**src/slfr_pkg.sv**
```systemverilog
// Shared types and constants for the sync/length frame receiver.
// Used by the frame tracker, the top level and the port checker; no dependencies.
package slfr_pkg;

   localparam int unsigned BYTE_W  = 8;
   localparam int unsigned KIND_W  = 3;
   localparam int unsigned PHASE_W = 3;
   localparam int unsigned LEN_W   = 16;
   localparam int unsigned REPLY_LEN = 5;
   localparam int unsigned REPLY_IDX_W = 3;

   localparam logic [BYTE_W-1:0] SYNC_BYTE = 8'hE0;

   // Frame phases
   localparam logic [PHASE_W-1:0] PH_HUNT    = 3'd0;
   localparam logic [PHASE_W-1:0] PH_LEN_HI  = 3'd1;
   localparam logic [PHASE_W-1:0] PH_LEN_LO  = 3'd2;
   localparam logic [PHASE_W-1:0] PH_PAYLOAD = 3'd3;
   localparam logic [PHASE_W-1:0] PH_SUM     = 3'd4;

   // Result kinds
   localparam logic [KIND_W-1:0] KIND_PAYLOAD = 3'd0;
   localparam logic [KIND_W-1:0] KIND_GOOD    = 3'd1;
   localparam logic [KIND_W-1:0] KIND_BAD_SUM = 3'd2;
   localparam logic [KIND_W-1:0] KIND_BAD_LEN = 3'd3;
   localparam logic [KIND_W-1:0] KIND_REPLY   = 3'd4;

   typedef struct packed {
      logic              valid;   // this byte causes a result
      logic [KIND_W-1:0] kind;
      logic [BYTE_W-1:0] data;
      logic              last;
      logic              reply;   // failure reply burst follows
   } slfr_result_type;

   // Checksum failure reply frame E0 00 02 03 05
   function automatic logic [BYTE_W-1:0] reply_byte(input logic [REPLY_IDX_W-1:0] idx);
      logic [BYTE_W-1:0] b;
      case (idx)
         3'd0:    b = 8'hE0;
         3'd1:    b = 8'h00;
         3'd2:    b = 8'h02;
         3'd3:    b = 8'h03;
         3'd4:    b = 8'h05;
         default: b = 8'h00;
      endcase
      return b;
   endfunction

endpackage

```
**src/slfr_frame.sv**
```systemverilog
// Frame tracker: phase, length, byte count and running checksum of the frame.
// Decodes the result caused by the presented byte; depends on slfr_pkg.
module slfr_frame (
   input  logic                          clock,
   input  logic                          reset,
   input  logic                          step,
   input  logic [slfr_pkg::BYTE_W-1:0]   rx_byte,
   input  logic                          reply_enable,
   output slfr_pkg::slfr_result_type     result
);
   import slfr_pkg::*;

   logic [PHASE_W-1:0] phase_ff, phase_in;
   logic [BYTE_W-1:0]  len_high_ff, len_high_in;
   logic [LEN_W-1:0]   bytes_left_ff, bytes_left_in;
   logic [BYTE_W-1:0]  sum_ff, sum_in;
   logic [LEN_W-1:0]   len;

   assign len = {len_high_ff, rx_byte};

   always_comb begin
      phase_in      = phase_ff;
      len_high_in   = len_high_ff;
      bytes_left_in = bytes_left_ff;
      sum_in        = sum_ff;
      result        = '0;
      unique case (phase_ff)
         PH_LEN_HI: begin
            len_high_in = rx_byte;
            sum_in      = rx_byte;
            phase_in    = PH_LEN_LO;
         end
         PH_LEN_LO: begin
            sum_in = sum_ff + rx_byte;
            if (len == '0) begin
               result.valid = 1'b1;
               result.kind  = KIND_BAD_LEN;
               result.last  = 1'b1;
               phase_in     = PH_HUNT;
            end else begin
               bytes_left_in = len - 1'b1;
               phase_in      = (len == LEN_W'(1)) ? PH_SUM : PH_PAYLOAD;
            end
         end
         PH_PAYLOAD: begin
            sum_in        = sum_ff + rx_byte;
            result.valid  = 1'b1;
            result.kind   = KIND_PAYLOAD;
            result.data   = rx_byte;
            result.last   = 1'b1;
            bytes_left_in = bytes_left_ff - 1'b1;
            if (bytes_left_ff == LEN_W'(1)) phase_in = PH_SUM;
         end
         PH_SUM: begin
            result.valid = 1'b1;
            if (rx_byte == sum_ff) begin
               result.kind = KIND_GOOD;
               result.last = 1'b1;
            end else begin
               result.kind  = KIND_BAD_SUM;
               result.last  = ~reply_enable;
               result.reply = reply_enable;
            end
            phase_in = PH_HUNT;
         end
         default: begin
            // hunting, and the unused codes behave alike
            phase_in = (rx_byte == SYNC_BYTE) ? PH_LEN_HI : PH_HUNT;
         end
      endcase
   end

   always_ff @(posedge clock) begin
      if (reset) begin
         phase_ff      <= PH_HUNT;
         len_high_ff   <= '0;
         bytes_left_ff <= '0;
         sum_ff        <= '0;
      end else if (step) begin
         phase_ff      <= phase_in;
         len_high_ff   <= len_high_in;
         bytes_left_ff <= bytes_left_in;
         sum_ff        <= sum_in;
      end
   end

endmodule

```
**src/sync_length_frame_receiver.sv**
```systemverilog
// Top level of the sync/length frame receiver: input register, frame tracker,
// reply sequencer and result register. Depends on slfr_pkg and slfr_frame.
// An accepted byte is held in the input register; its result is registered in the result register and offered on rsp.
// Throughput: one byte per cycle while rsp does not stall; a bad checksum with the reply enabled holds
// the input while the five reply bytes go out of the result register.
// Reset (synchronous, active high) returns to sync hunting, empties both
// registers and sets reply_enable to one.
module sync_length_frame_receiver (
   input  logic                          clock,
   input  logic                          reset,
   input  logic                          req_tvalid,
   output logic                          req_tready,
   input  logic [7:0]                    req_tdata,   // [7:0] rx_byte
   output logic                          rsp_tvalid,
   input  logic                          rsp_tready,
   output logic [7:0]                    rsp_tdata,   // [7:0] out_byte
   output logic [slfr_pkg::KIND_W-1:0]   rsp_tuser,   // [2:0] out_kind
   output logic                          rsp_tlast,   // out_last
   input  logic                          csr_write_enable,
   input  logic                          csr_write_data  // reply_enable
);
   import slfr_pkg::*;

   logic                   reply_enable_ff;
   logic                   in_valid_ff, in_valid_in;
   logic [BYTE_W-1:0]      in_byte_ff;
   logic                   out_valid_ff, out_valid_in;
   logic [KIND_W-1:0]      out_kind_ff, out_kind_in;
   logic [BYTE_W-1:0]      out_byte_ff, out_byte_in;
   logic                   out_last_ff, out_last_in;
   logic [REPLY_IDX_W-1:0] reply_cnt_ff, reply_cnt_in;   // 0: idle, n: send reply byte n-1
   logic                   out_free;
   logic                   step;
   slfr_result_type        result;

   slfr_frame u_frame (
      .clock        (clock),
      .reset        (reset),
      .step         (step),
      .rx_byte      (in_byte_ff),
      .reply_enable (reply_enable_ff),
      .result       (result)
   );

   assign out_free   = ~out_valid_ff | rsp_tready;
   // advance the held byte once no reply is going out and its result, if any, has somewhere to go
   assign step       = in_valid_ff & (reply_cnt_ff == '0) & (out_free | ~result.valid);
   assign req_tready = ~in_valid_ff | step;

   always_comb begin
      in_valid_in  = req_tvalid | (in_valid_ff & ~step);
      if (req_tready) in_valid_in = req_tvalid;
      out_valid_in = out_valid_ff & ~rsp_tready;
      out_kind_in  = out_kind_ff;
      out_byte_in  = out_byte_ff;
      out_last_in  = out_last_ff;
      reply_cnt_in = reply_cnt_ff;
      if (out_free) begin
         if (reply_cnt_ff != '0) begin
            out_valid_in = 1'b1;
            out_kind_in  = KIND_REPLY;
            out_byte_in  = reply_byte(reply_cnt_ff - 1'b1);
            out_last_in  = (reply_cnt_ff == REPLY_IDX_W'(REPLY_LEN));
            reply_cnt_in = (reply_cnt_ff == REPLY_IDX_W'(REPLY_LEN)) ? '0
                                                                       : reply_cnt_ff + 1'b1;
         end else if (step && result.valid) begin
            out_valid_in = 1'b1;
            out_kind_in  = result.kind;
            out_byte_in  = result.data;
            out_last_in  = result.last;
            if (result.reply) reply_cnt_in = REPLY_IDX_W'(1);
         end
      end
   end

   always_ff @(posedge clock) begin
      if (reset) begin
         reply_enable_ff <= 1'b1;
         in_valid_ff     <= 1'b0;
         out_valid_ff    <= 1'b0;
         reply_cnt_ff    <= '0;
      end else begin
         if (csr_write_enable) reply_enable_ff <= csr_write_data;
         in_valid_ff  <= in_valid_in;
         out_valid_ff <= out_valid_in;
         reply_cnt_ff <= reply_cnt_in;
      end
   end

   always_ff @(posedge clock) begin
      if (req_tready) in_byte_ff <= req_tdata;
      out_kind_ff <= out_kind_in;
      out_byte_ff <= out_byte_in;
      out_last_ff <= out_last_in;
   end

   assign rsp_tvalid = out_valid_ff;
   assign rsp_tdata  = out_byte_ff;
   assign rsp_tuser  = out_kind_ff;
   assign rsp_tlast  = out_last_ff;

endmodule

```
**config.mk**
```make
export PLATFORM = sky130hd
export DESIGN_NAME = sync_length_frame_receiver
export DESIGN_NICKNAME = d
export VERILOG_FILES = /design/src/slfr_pkg.sv /design/src/slfr_frame.sv /design/src/sync_length_frame_receiver.sv
export SDC_FILE = /design/constraint.sdc
export NUM_CORES = 1
export LEC_CHECK = 0
export BUFFER_PORTS_ARGS = -buffer_cell sky130_fd_sc_hd__buf_2
export CORE_AREA = 3 3 79 88
export DETAILED_ROUTE_END_ITERATION = 7
export DIE_AREA = 0 0 82 91
export GPL_TIMING_DRIVEN = 1
export PLACE_DENSITY = 0.78
export SLEW_MARGIN = 40
export SYNTH_ARGS = -nofsm -noshare
export SYNTH_HDL_FRONTEND = slang
export SYNTH_SLANG_ARGS = --single-unit
export TNS_END_PERCENT = 1
```
**constraint.sdc**
```tcl
create_clock -name clock -period 5.64 [get_ports clock]
set_clock_uncertainty 0.2 [all_clocks]
set_input_delay 0.846 -clock clock [delete_from_list [all_inputs] [get_ports clock]]
set_output_delay 0.846 -clock clock [all_outputs]
set_load 0.005 [all_outputs]
```
==> results.yml, run 1 <==
run_status:
  status: "finished clean"
timing:
  fmax_mhz: 255
  rsz0062_at_grt: "no"
  timing.final.ws_setup_ns: 1.72
  fin_setup_tns_ns: 0
  final.period_utilization_pct: 69.5
  final_hold_viol_count: 0
  slew_headroom_pct: 52.8
  min_period_ns: 3.92
  worst_slew_pin_slew_ns: 0.708
  slew_viol_final: 0
  setup_viol: 0
clocking:
  cts_tree: "yes"
  root_buffer: "clkbuf_8"
  clkLatencyLatePin_ns: 0.34
  h-tree-depth: 3
  cts_buffers: 9
  cts_setup_buffers: 0
  ctsResizeCount: 0
  cts.clk_slew.worst_paths_ns: 0.08
  clock-sinks: 61
  clk_path_buf_depth: 2
  hold_buffers: 0
yosys:
  synth_nets: 442
  yosysUniqueCellTypes: 64
  ys_top_cells_by_area: "dfxtp_1 23%, edfxtp_1 17%, nor2_1 5.3%, ha_1 4.5%, a21oi_1 3.9%"
  synth_area_sq_um: 3630
  synth_top_flop_cell: "dfxtp_1"
  yosys_warnings: 0
  yosysSeqAreaShare_pct: 39.1
  synth_top_cell_area_share_pct: 22.6
  synth_edf_count: 20
  synth_seq_cells: 61
  synthTopCellsByCount: "51 x nor2_1, 41 x dfxtp_1, 34 x nand2_1"
  synthCells: 414
  synth-async-reset-ratio_pct: 0
  syn_avg_cell_area_sq_um: 8.78
  synth.most_common_cell: "nor2_1"
  synth_largest_area_cell: "dfxtp_1"
min_path:
  min_path_type: "reg2reg"
finish:
  syn2layout_area_growth_pct: 8.95
  drive_gt1_share_pct: 13.1
  n_antenna_cell: 0
  finalNetCount: 457
  layout.cells.non_filler: 514
  fillers: 520
critical_path:
  max_stage_delay_ns: 0.57
  cp.required_ns: 4.59
  worstPathCellList: "nor4_4, nand4_4, o211ai_1, a21o_1, nand2_1, buf_2"
  cp-end-kind: "output port"
  crit_slowest_cell: "edfxtp_1"
  critPathBufInv: 1
  path_class: "reg2out"
  arrival_ns: 2.88
  cp-start-kind: "flip-flop"
  cpLargestDelayFamily: "simple AND/OR/NAND/NOR gates"
  crit_fanout: 9
floorplanning:
  io_pins: 28
  core_sq_um: 6160
  start_util_pct: 59.0
  die_w_um: 82
  rows: 30
  die_area_sq_um: 7460
  die_y_um: 91
pwr:
  p_int_mw: 0.823
  power_frac_clock_pct: 36.6
  power_frac_seq_pct: 46.0
  p_per_area_nw_per_um2: 292
  ir_worst_vdd_mv: 0.179
  swShare_pct: 29.0
  p_comb_share_pct: 17.5
  p_leak_nw: 1.49
  switching_power_mw: 0.336
detailed_routing:
  dr.pass1.iters: 8
  ant_nets: 0
  drtIter0Drc: 254
  routed_wl_mm: 8.29
  avgRoutedWirePerCell_um: 16.1
  vias: 3170
  drc: 0
  routed_via_density: 6.17
global_route:
  grt_pass1_vias: 2848
  overflow: 0
  antenna_found_initial: 0
  grt_max_degree: 36
  grt_pass1_wl_mm: 13.7
  grt_util_all_layers_pct: 23.9
placement:
  port_buffers: 27
  gp_congestion: 0.931
  dp_slack_ns: 2.12
  place_inst: 497
  place_hpwl_mm: 5.96
job:
  drv_cap: 0
[flip-flops by register name, summed over array words and instances, names as in the netlist]
register	cells
rsp_tvalid	1
rsp_tlast	1
reply_enable_ff	1
in_byte_ff	8
u_frame.len_high_ff	8
u_frame.phase_ff	3
u_frame.bytes_left_ff	16
rsp_tdata	8
reply_cnt_ff	3
u_frame.sum_ff	8
in_valid_ff	1
rsp_tuser	3
[cell type report]
type | count | area (sq um) | area share, %
Multi-Input combinational cell | 316 | 2030 | 51.2
Tap cell | 80 | 100 | 2.53
Sequential cell | 61 | 1420 | 35.9
Clock inverter | 7 | 90.1 | 2.27
Timing Repair Buffer | 29 | 150 | 3.79
Clock buffer | 9 | 124 | 3.13
Inverter | 12 | 45.0 | 1.14
[tightest hold or removal path: cells and delay by family, from the launching register on]
family,cells,cell delay [ns]
flip-flops,1,0.33
AO/OA/AOI/OAI,1,0.05
AND/OR/NAND/NOR,1,0.07
[layout by cell type (no fill, tap or decap), types with 4 or more instances in the layout]
master / n
a22oi_1: 5
a211oi_1: 10
nor3_1: 19
a21oi_1: 28
o211ai_1: 5
nand2_1: 34
a32o_1: 6
nor3b_1: 7
edfxtp_1: 20
nor4_1: 6
nor2_1: 50
dfxtp_1: 41
or3_1: 8
o21ai_0: 23
o22ai_1: 4
or4_1: 4
buf_2: 27
a21o_1: 5
clkbuf_8: 9
inv_1: 11
nor2b_1: 5
mux2i_1: 10
xor2_1: 7
and2_1: 5
xnor2_1: 10
ha_1: 13
nand3_1: 11
[power by group through the flow]
| stage | clock network (mW) | logic, mW | registers (mW) |
|---|---|---|---|
| floorplan | 0 | 0.160 | 0.526 |
| global placement | 0 | 0.198 | 0.539 |
| global route | 0.451 | 0.227 | 0.537 |
| detailed placement | 0 | 0.199 | 0.542 |
| finish | 0.423 | 0.202 | 0.532 |
| CTS | 0.429 | 0.200 | 0.532 |
[cell families (layout without fill, tap and decap cells)]
kind of cell	Yosys count	count (layout)	synth area share, %
adder cells (fa/ha/maj)	14	14	5.03
XOR/XNOR	17	17	4.10
flip-flops	61	61	39.1
buffers and inverters	37	57	5.13
AO/OA/AOI/OAI	110	110	20.3
AND/OR/NAND/NOR	164	164	23.3
multiplexers	11	11	3.06
[through the flow]
step	util, %	instance area, sq um	total power, mW	hold slack [ns]
2_1_floorplan	-	3630	0.686	0.246
3_3_place_gp	60.7	3740	0.736	0.268
3_5_place_dp	60.7	3740	0.741	0.273
4_1_cts	64.2	3950	1.16	0.294
5_1_grt	64.3	3960	1.22	0.325
6_report	64.3	3960	1.16	0.286
[final timing paths]
kind,startpoint,endpoint,slack (ns),cells past startpoint
max,in_byte_ff[2],req_tready,1.72,6
min,u_frame.bytes_left_ff[9],u_frame.bytes_left_ff[9],0.29,2
max reg2reg,in_byte_ff[2],in_byte_ff[7],2.80,5
min reg2reg,u_frame.bytes_left_ff[9],u_frame.bytes_left_ff[9],0.29,2
[per-layer routing]
metal | vias up | share of wire [%] | track usage, %
li1 | 1549 | - | -
met1 | 1489 | 45 | 32.7
met2 | 109 | 46 | 35.2
met3 | 23 | 5.6 | 4.56
met4 | 0 | 3.0 | 12.9
met5 | - | 0 | 0
No activity file was read; power rests on OpenSTA's default activity.
==> run 2: changes to the inputs <==
- CORE_AREA: 3 3 79 88 -> 3 3 83 93
- DIE_AREA: 0 0 82 91 -> 0 0 86 96
- PLACE_DENSITY: 0.78 -> 0.74
- clock period: 5.64 -> 3.28 ns (I/O delays scaled with it)
==> run 2 against run 1 <==
Global-route usage down 0.58 points. Clock power up 41%. Final cell count up 2.3%. Non-clock buffer count up 7. Register-to-register slack worse by 2.1 ns. Utilization down 6.9 points. Sequential power up 71%. Sequential share of layout area down 0.18 points. Flip-flop and latch count unchanged.
==> results.yml, run 2 (synthesis gave the netlist of run 1 again) <==
detailed_routing:
  routed_wl_mm: 9.01
  routed_via_density: 6.08
  dr.pass1.iters: 4
  ant_nets: 0
  vias: 3200
  avgRoutedWirePerCell_um: 17.1
  drc: 0
  drtIter0Drc: 351
critical_path:
  cp-start-kind: "flip-flop"
  cp-end-kind: "output port"
  cp.required_ns: 2.59
  path_class: "reg2out"
  crit_fanout: 8
  crit_path_start: "in_byte_ff[5]"
  r2r-start: "in_byte_ff[2]"
  arrival_ns: 2.36
global_route:
  grt_pass1_wl_mm: 14.7
  grt_max_degree: 35
  antenna_found_initial: 0
  grt_util_all_layers_pct: 23.4
  grt_pass1_vias: 3028
  overflow: 0
run_status:
  status: "finished clean"
clocking:
  hold_buffers: 0
  clock-sinks: 61
  cts.clk_slew.worst_paths_ns: 0.07
  cts_setup_buffers: 0
  clk_path_buf_depth: 2
  h-tree-depth: 3
  cts_buffers: 9
  cts_tree: "yes"
  clkLatencyLatePin_ns: 0.35
  root_buffer: "clkbuf_8"
floorplanning:
  die_y_um: 96
  core_sq_um: 6930
  start_util_pct: 52.5
  die_w_um: 86
  io_pins: 28
  rows: 32
  die_area_sq_um: 8260
placement:
  port_buffers: 27
  place_hpwl_mm: 6.54
  dp_slack_ns: 0.525
  gp_congestion: 0.923
timing:
  setup_viol: 0
  final_hold_viol_count: 0
  slew_headroom_pct: 47.4
  slew_viol_final: 0
  fmax_mhz: 328
  fin_setup_tns_ns: 0
  min_period_ns: 3.05
  worst_slew_pin_slew_ns: 0.790
  final.period_utilization_pct: 93.0
  rsz0062_at_grt: "no"
  timing.final.ws_setup_ns: 0.230
pwr:
  p_per_area_nw_per_um2: 471
  p_leak_nw: 1.51
  power.total_mw: 1.88
  ir_worst_vdd_mv: 0.286
finish:
  final_common_cell: "nor2_1"
  finalNetCount: 464
  largest_reg_flops: 16
  syn2layout_area_growth_pct: 9.50
  n_antenna_cell: 0
  top_register: "u_frame.bytes_left_ff"
  drive_gt1_share_pct: 13.8
  mostFrequentLayoutCells: "51 x nor2_1, 41 x dfxtp_1, 34 x nand2_1, 28 x a21oi_1, 27 x buf_2"
  fillers: 619
  utilization_pct: 57.5
job:
  drv_cap: 0
min_path:
  min_from: "req_tdata[4]"
  min_path_type: "in2reg"
## run 2: changes by cell type in the layout (fill, tap and decap cells not counted)
cell | previous run | this run
buf_4 | 2 | 9
bufinv_16 | 2 | 0
clkbuf_1 | 0 | 3
clkbuf_8 | 9 | 11
clkinv_2 | 3 | 2
clkinvlp_4 | 2 | 0
nor2_1 | 50 | 51
nor2_2 | 2 | 1
nor3_1 | 19 | 18
nor3_2 | 0 | 1
## run 2: through the flow
step	hold WS (ns)	std cells	instance area, sq um
floorplan	0.246	414	3630
global placement	0.264	510	3800
detailed placement	0.278	510	3800
CTS	0.112	526	3980
global route	0.113	526	3980
finish	0.122	526	3980
## run 2: critical path, stage by stage (launching register included)
cell and delay, ns:
edfxtp_1 0.53, nor4_4 0.41, nand4_4 0.19, o211ai_1 0.29, a21o_1 0.30, nand2_1 0.14, buf_2 0.15
## run 2: report_power, final
part           switching (mW)  internal [mW]  leakage [nW]  total [mW]
Sequential             0.0575          0.853         0.525       0.910
Combinational           0.218          0.149         0.895       0.368
Clock                   0.283          0.314        0.0905       0.597
## run 2: repair_timing
item | 4_1_cts | 5_1_grt
resized for setup | 0 | 1
setup endpoints to repair | 0 | 1
hold endpoints to repair | 0 | 0
## run 2: cell type report
cell class,count,area [sq um],share of cell area (%)
Sequential cell,61,1420,35.7
Clock buffer,14,163,4.09
Multi-Input combinational cell,316,2030,51.1
Timing Repair Buffer,36,203,5.09
Clock inverter,2,10.0,0.251
Inverter,12,45.0,1.13
Tap cell,85,106,2.67
## run 2: final timing paths
check                               to  slack, ns  depth (start not counted)
min                      in_byte_ff[4]       0.12                          1
min reg2reg  u_frame.bytes_left_ff[15]       0.29                          1
max                         req_tready       0.23                          6
max reg2reg          u_frame.sum_ff[7]       0.70                          8
## run 2: routing by layer
layer	global-route usage [%]	routed length (um)	vias to the layer above
met1	29.2	3940	1504
met4	11.3	259	0
met5	0	0	-
li1	-	-	1576
met3	4.45	479	23
met2	38.7	4330	97
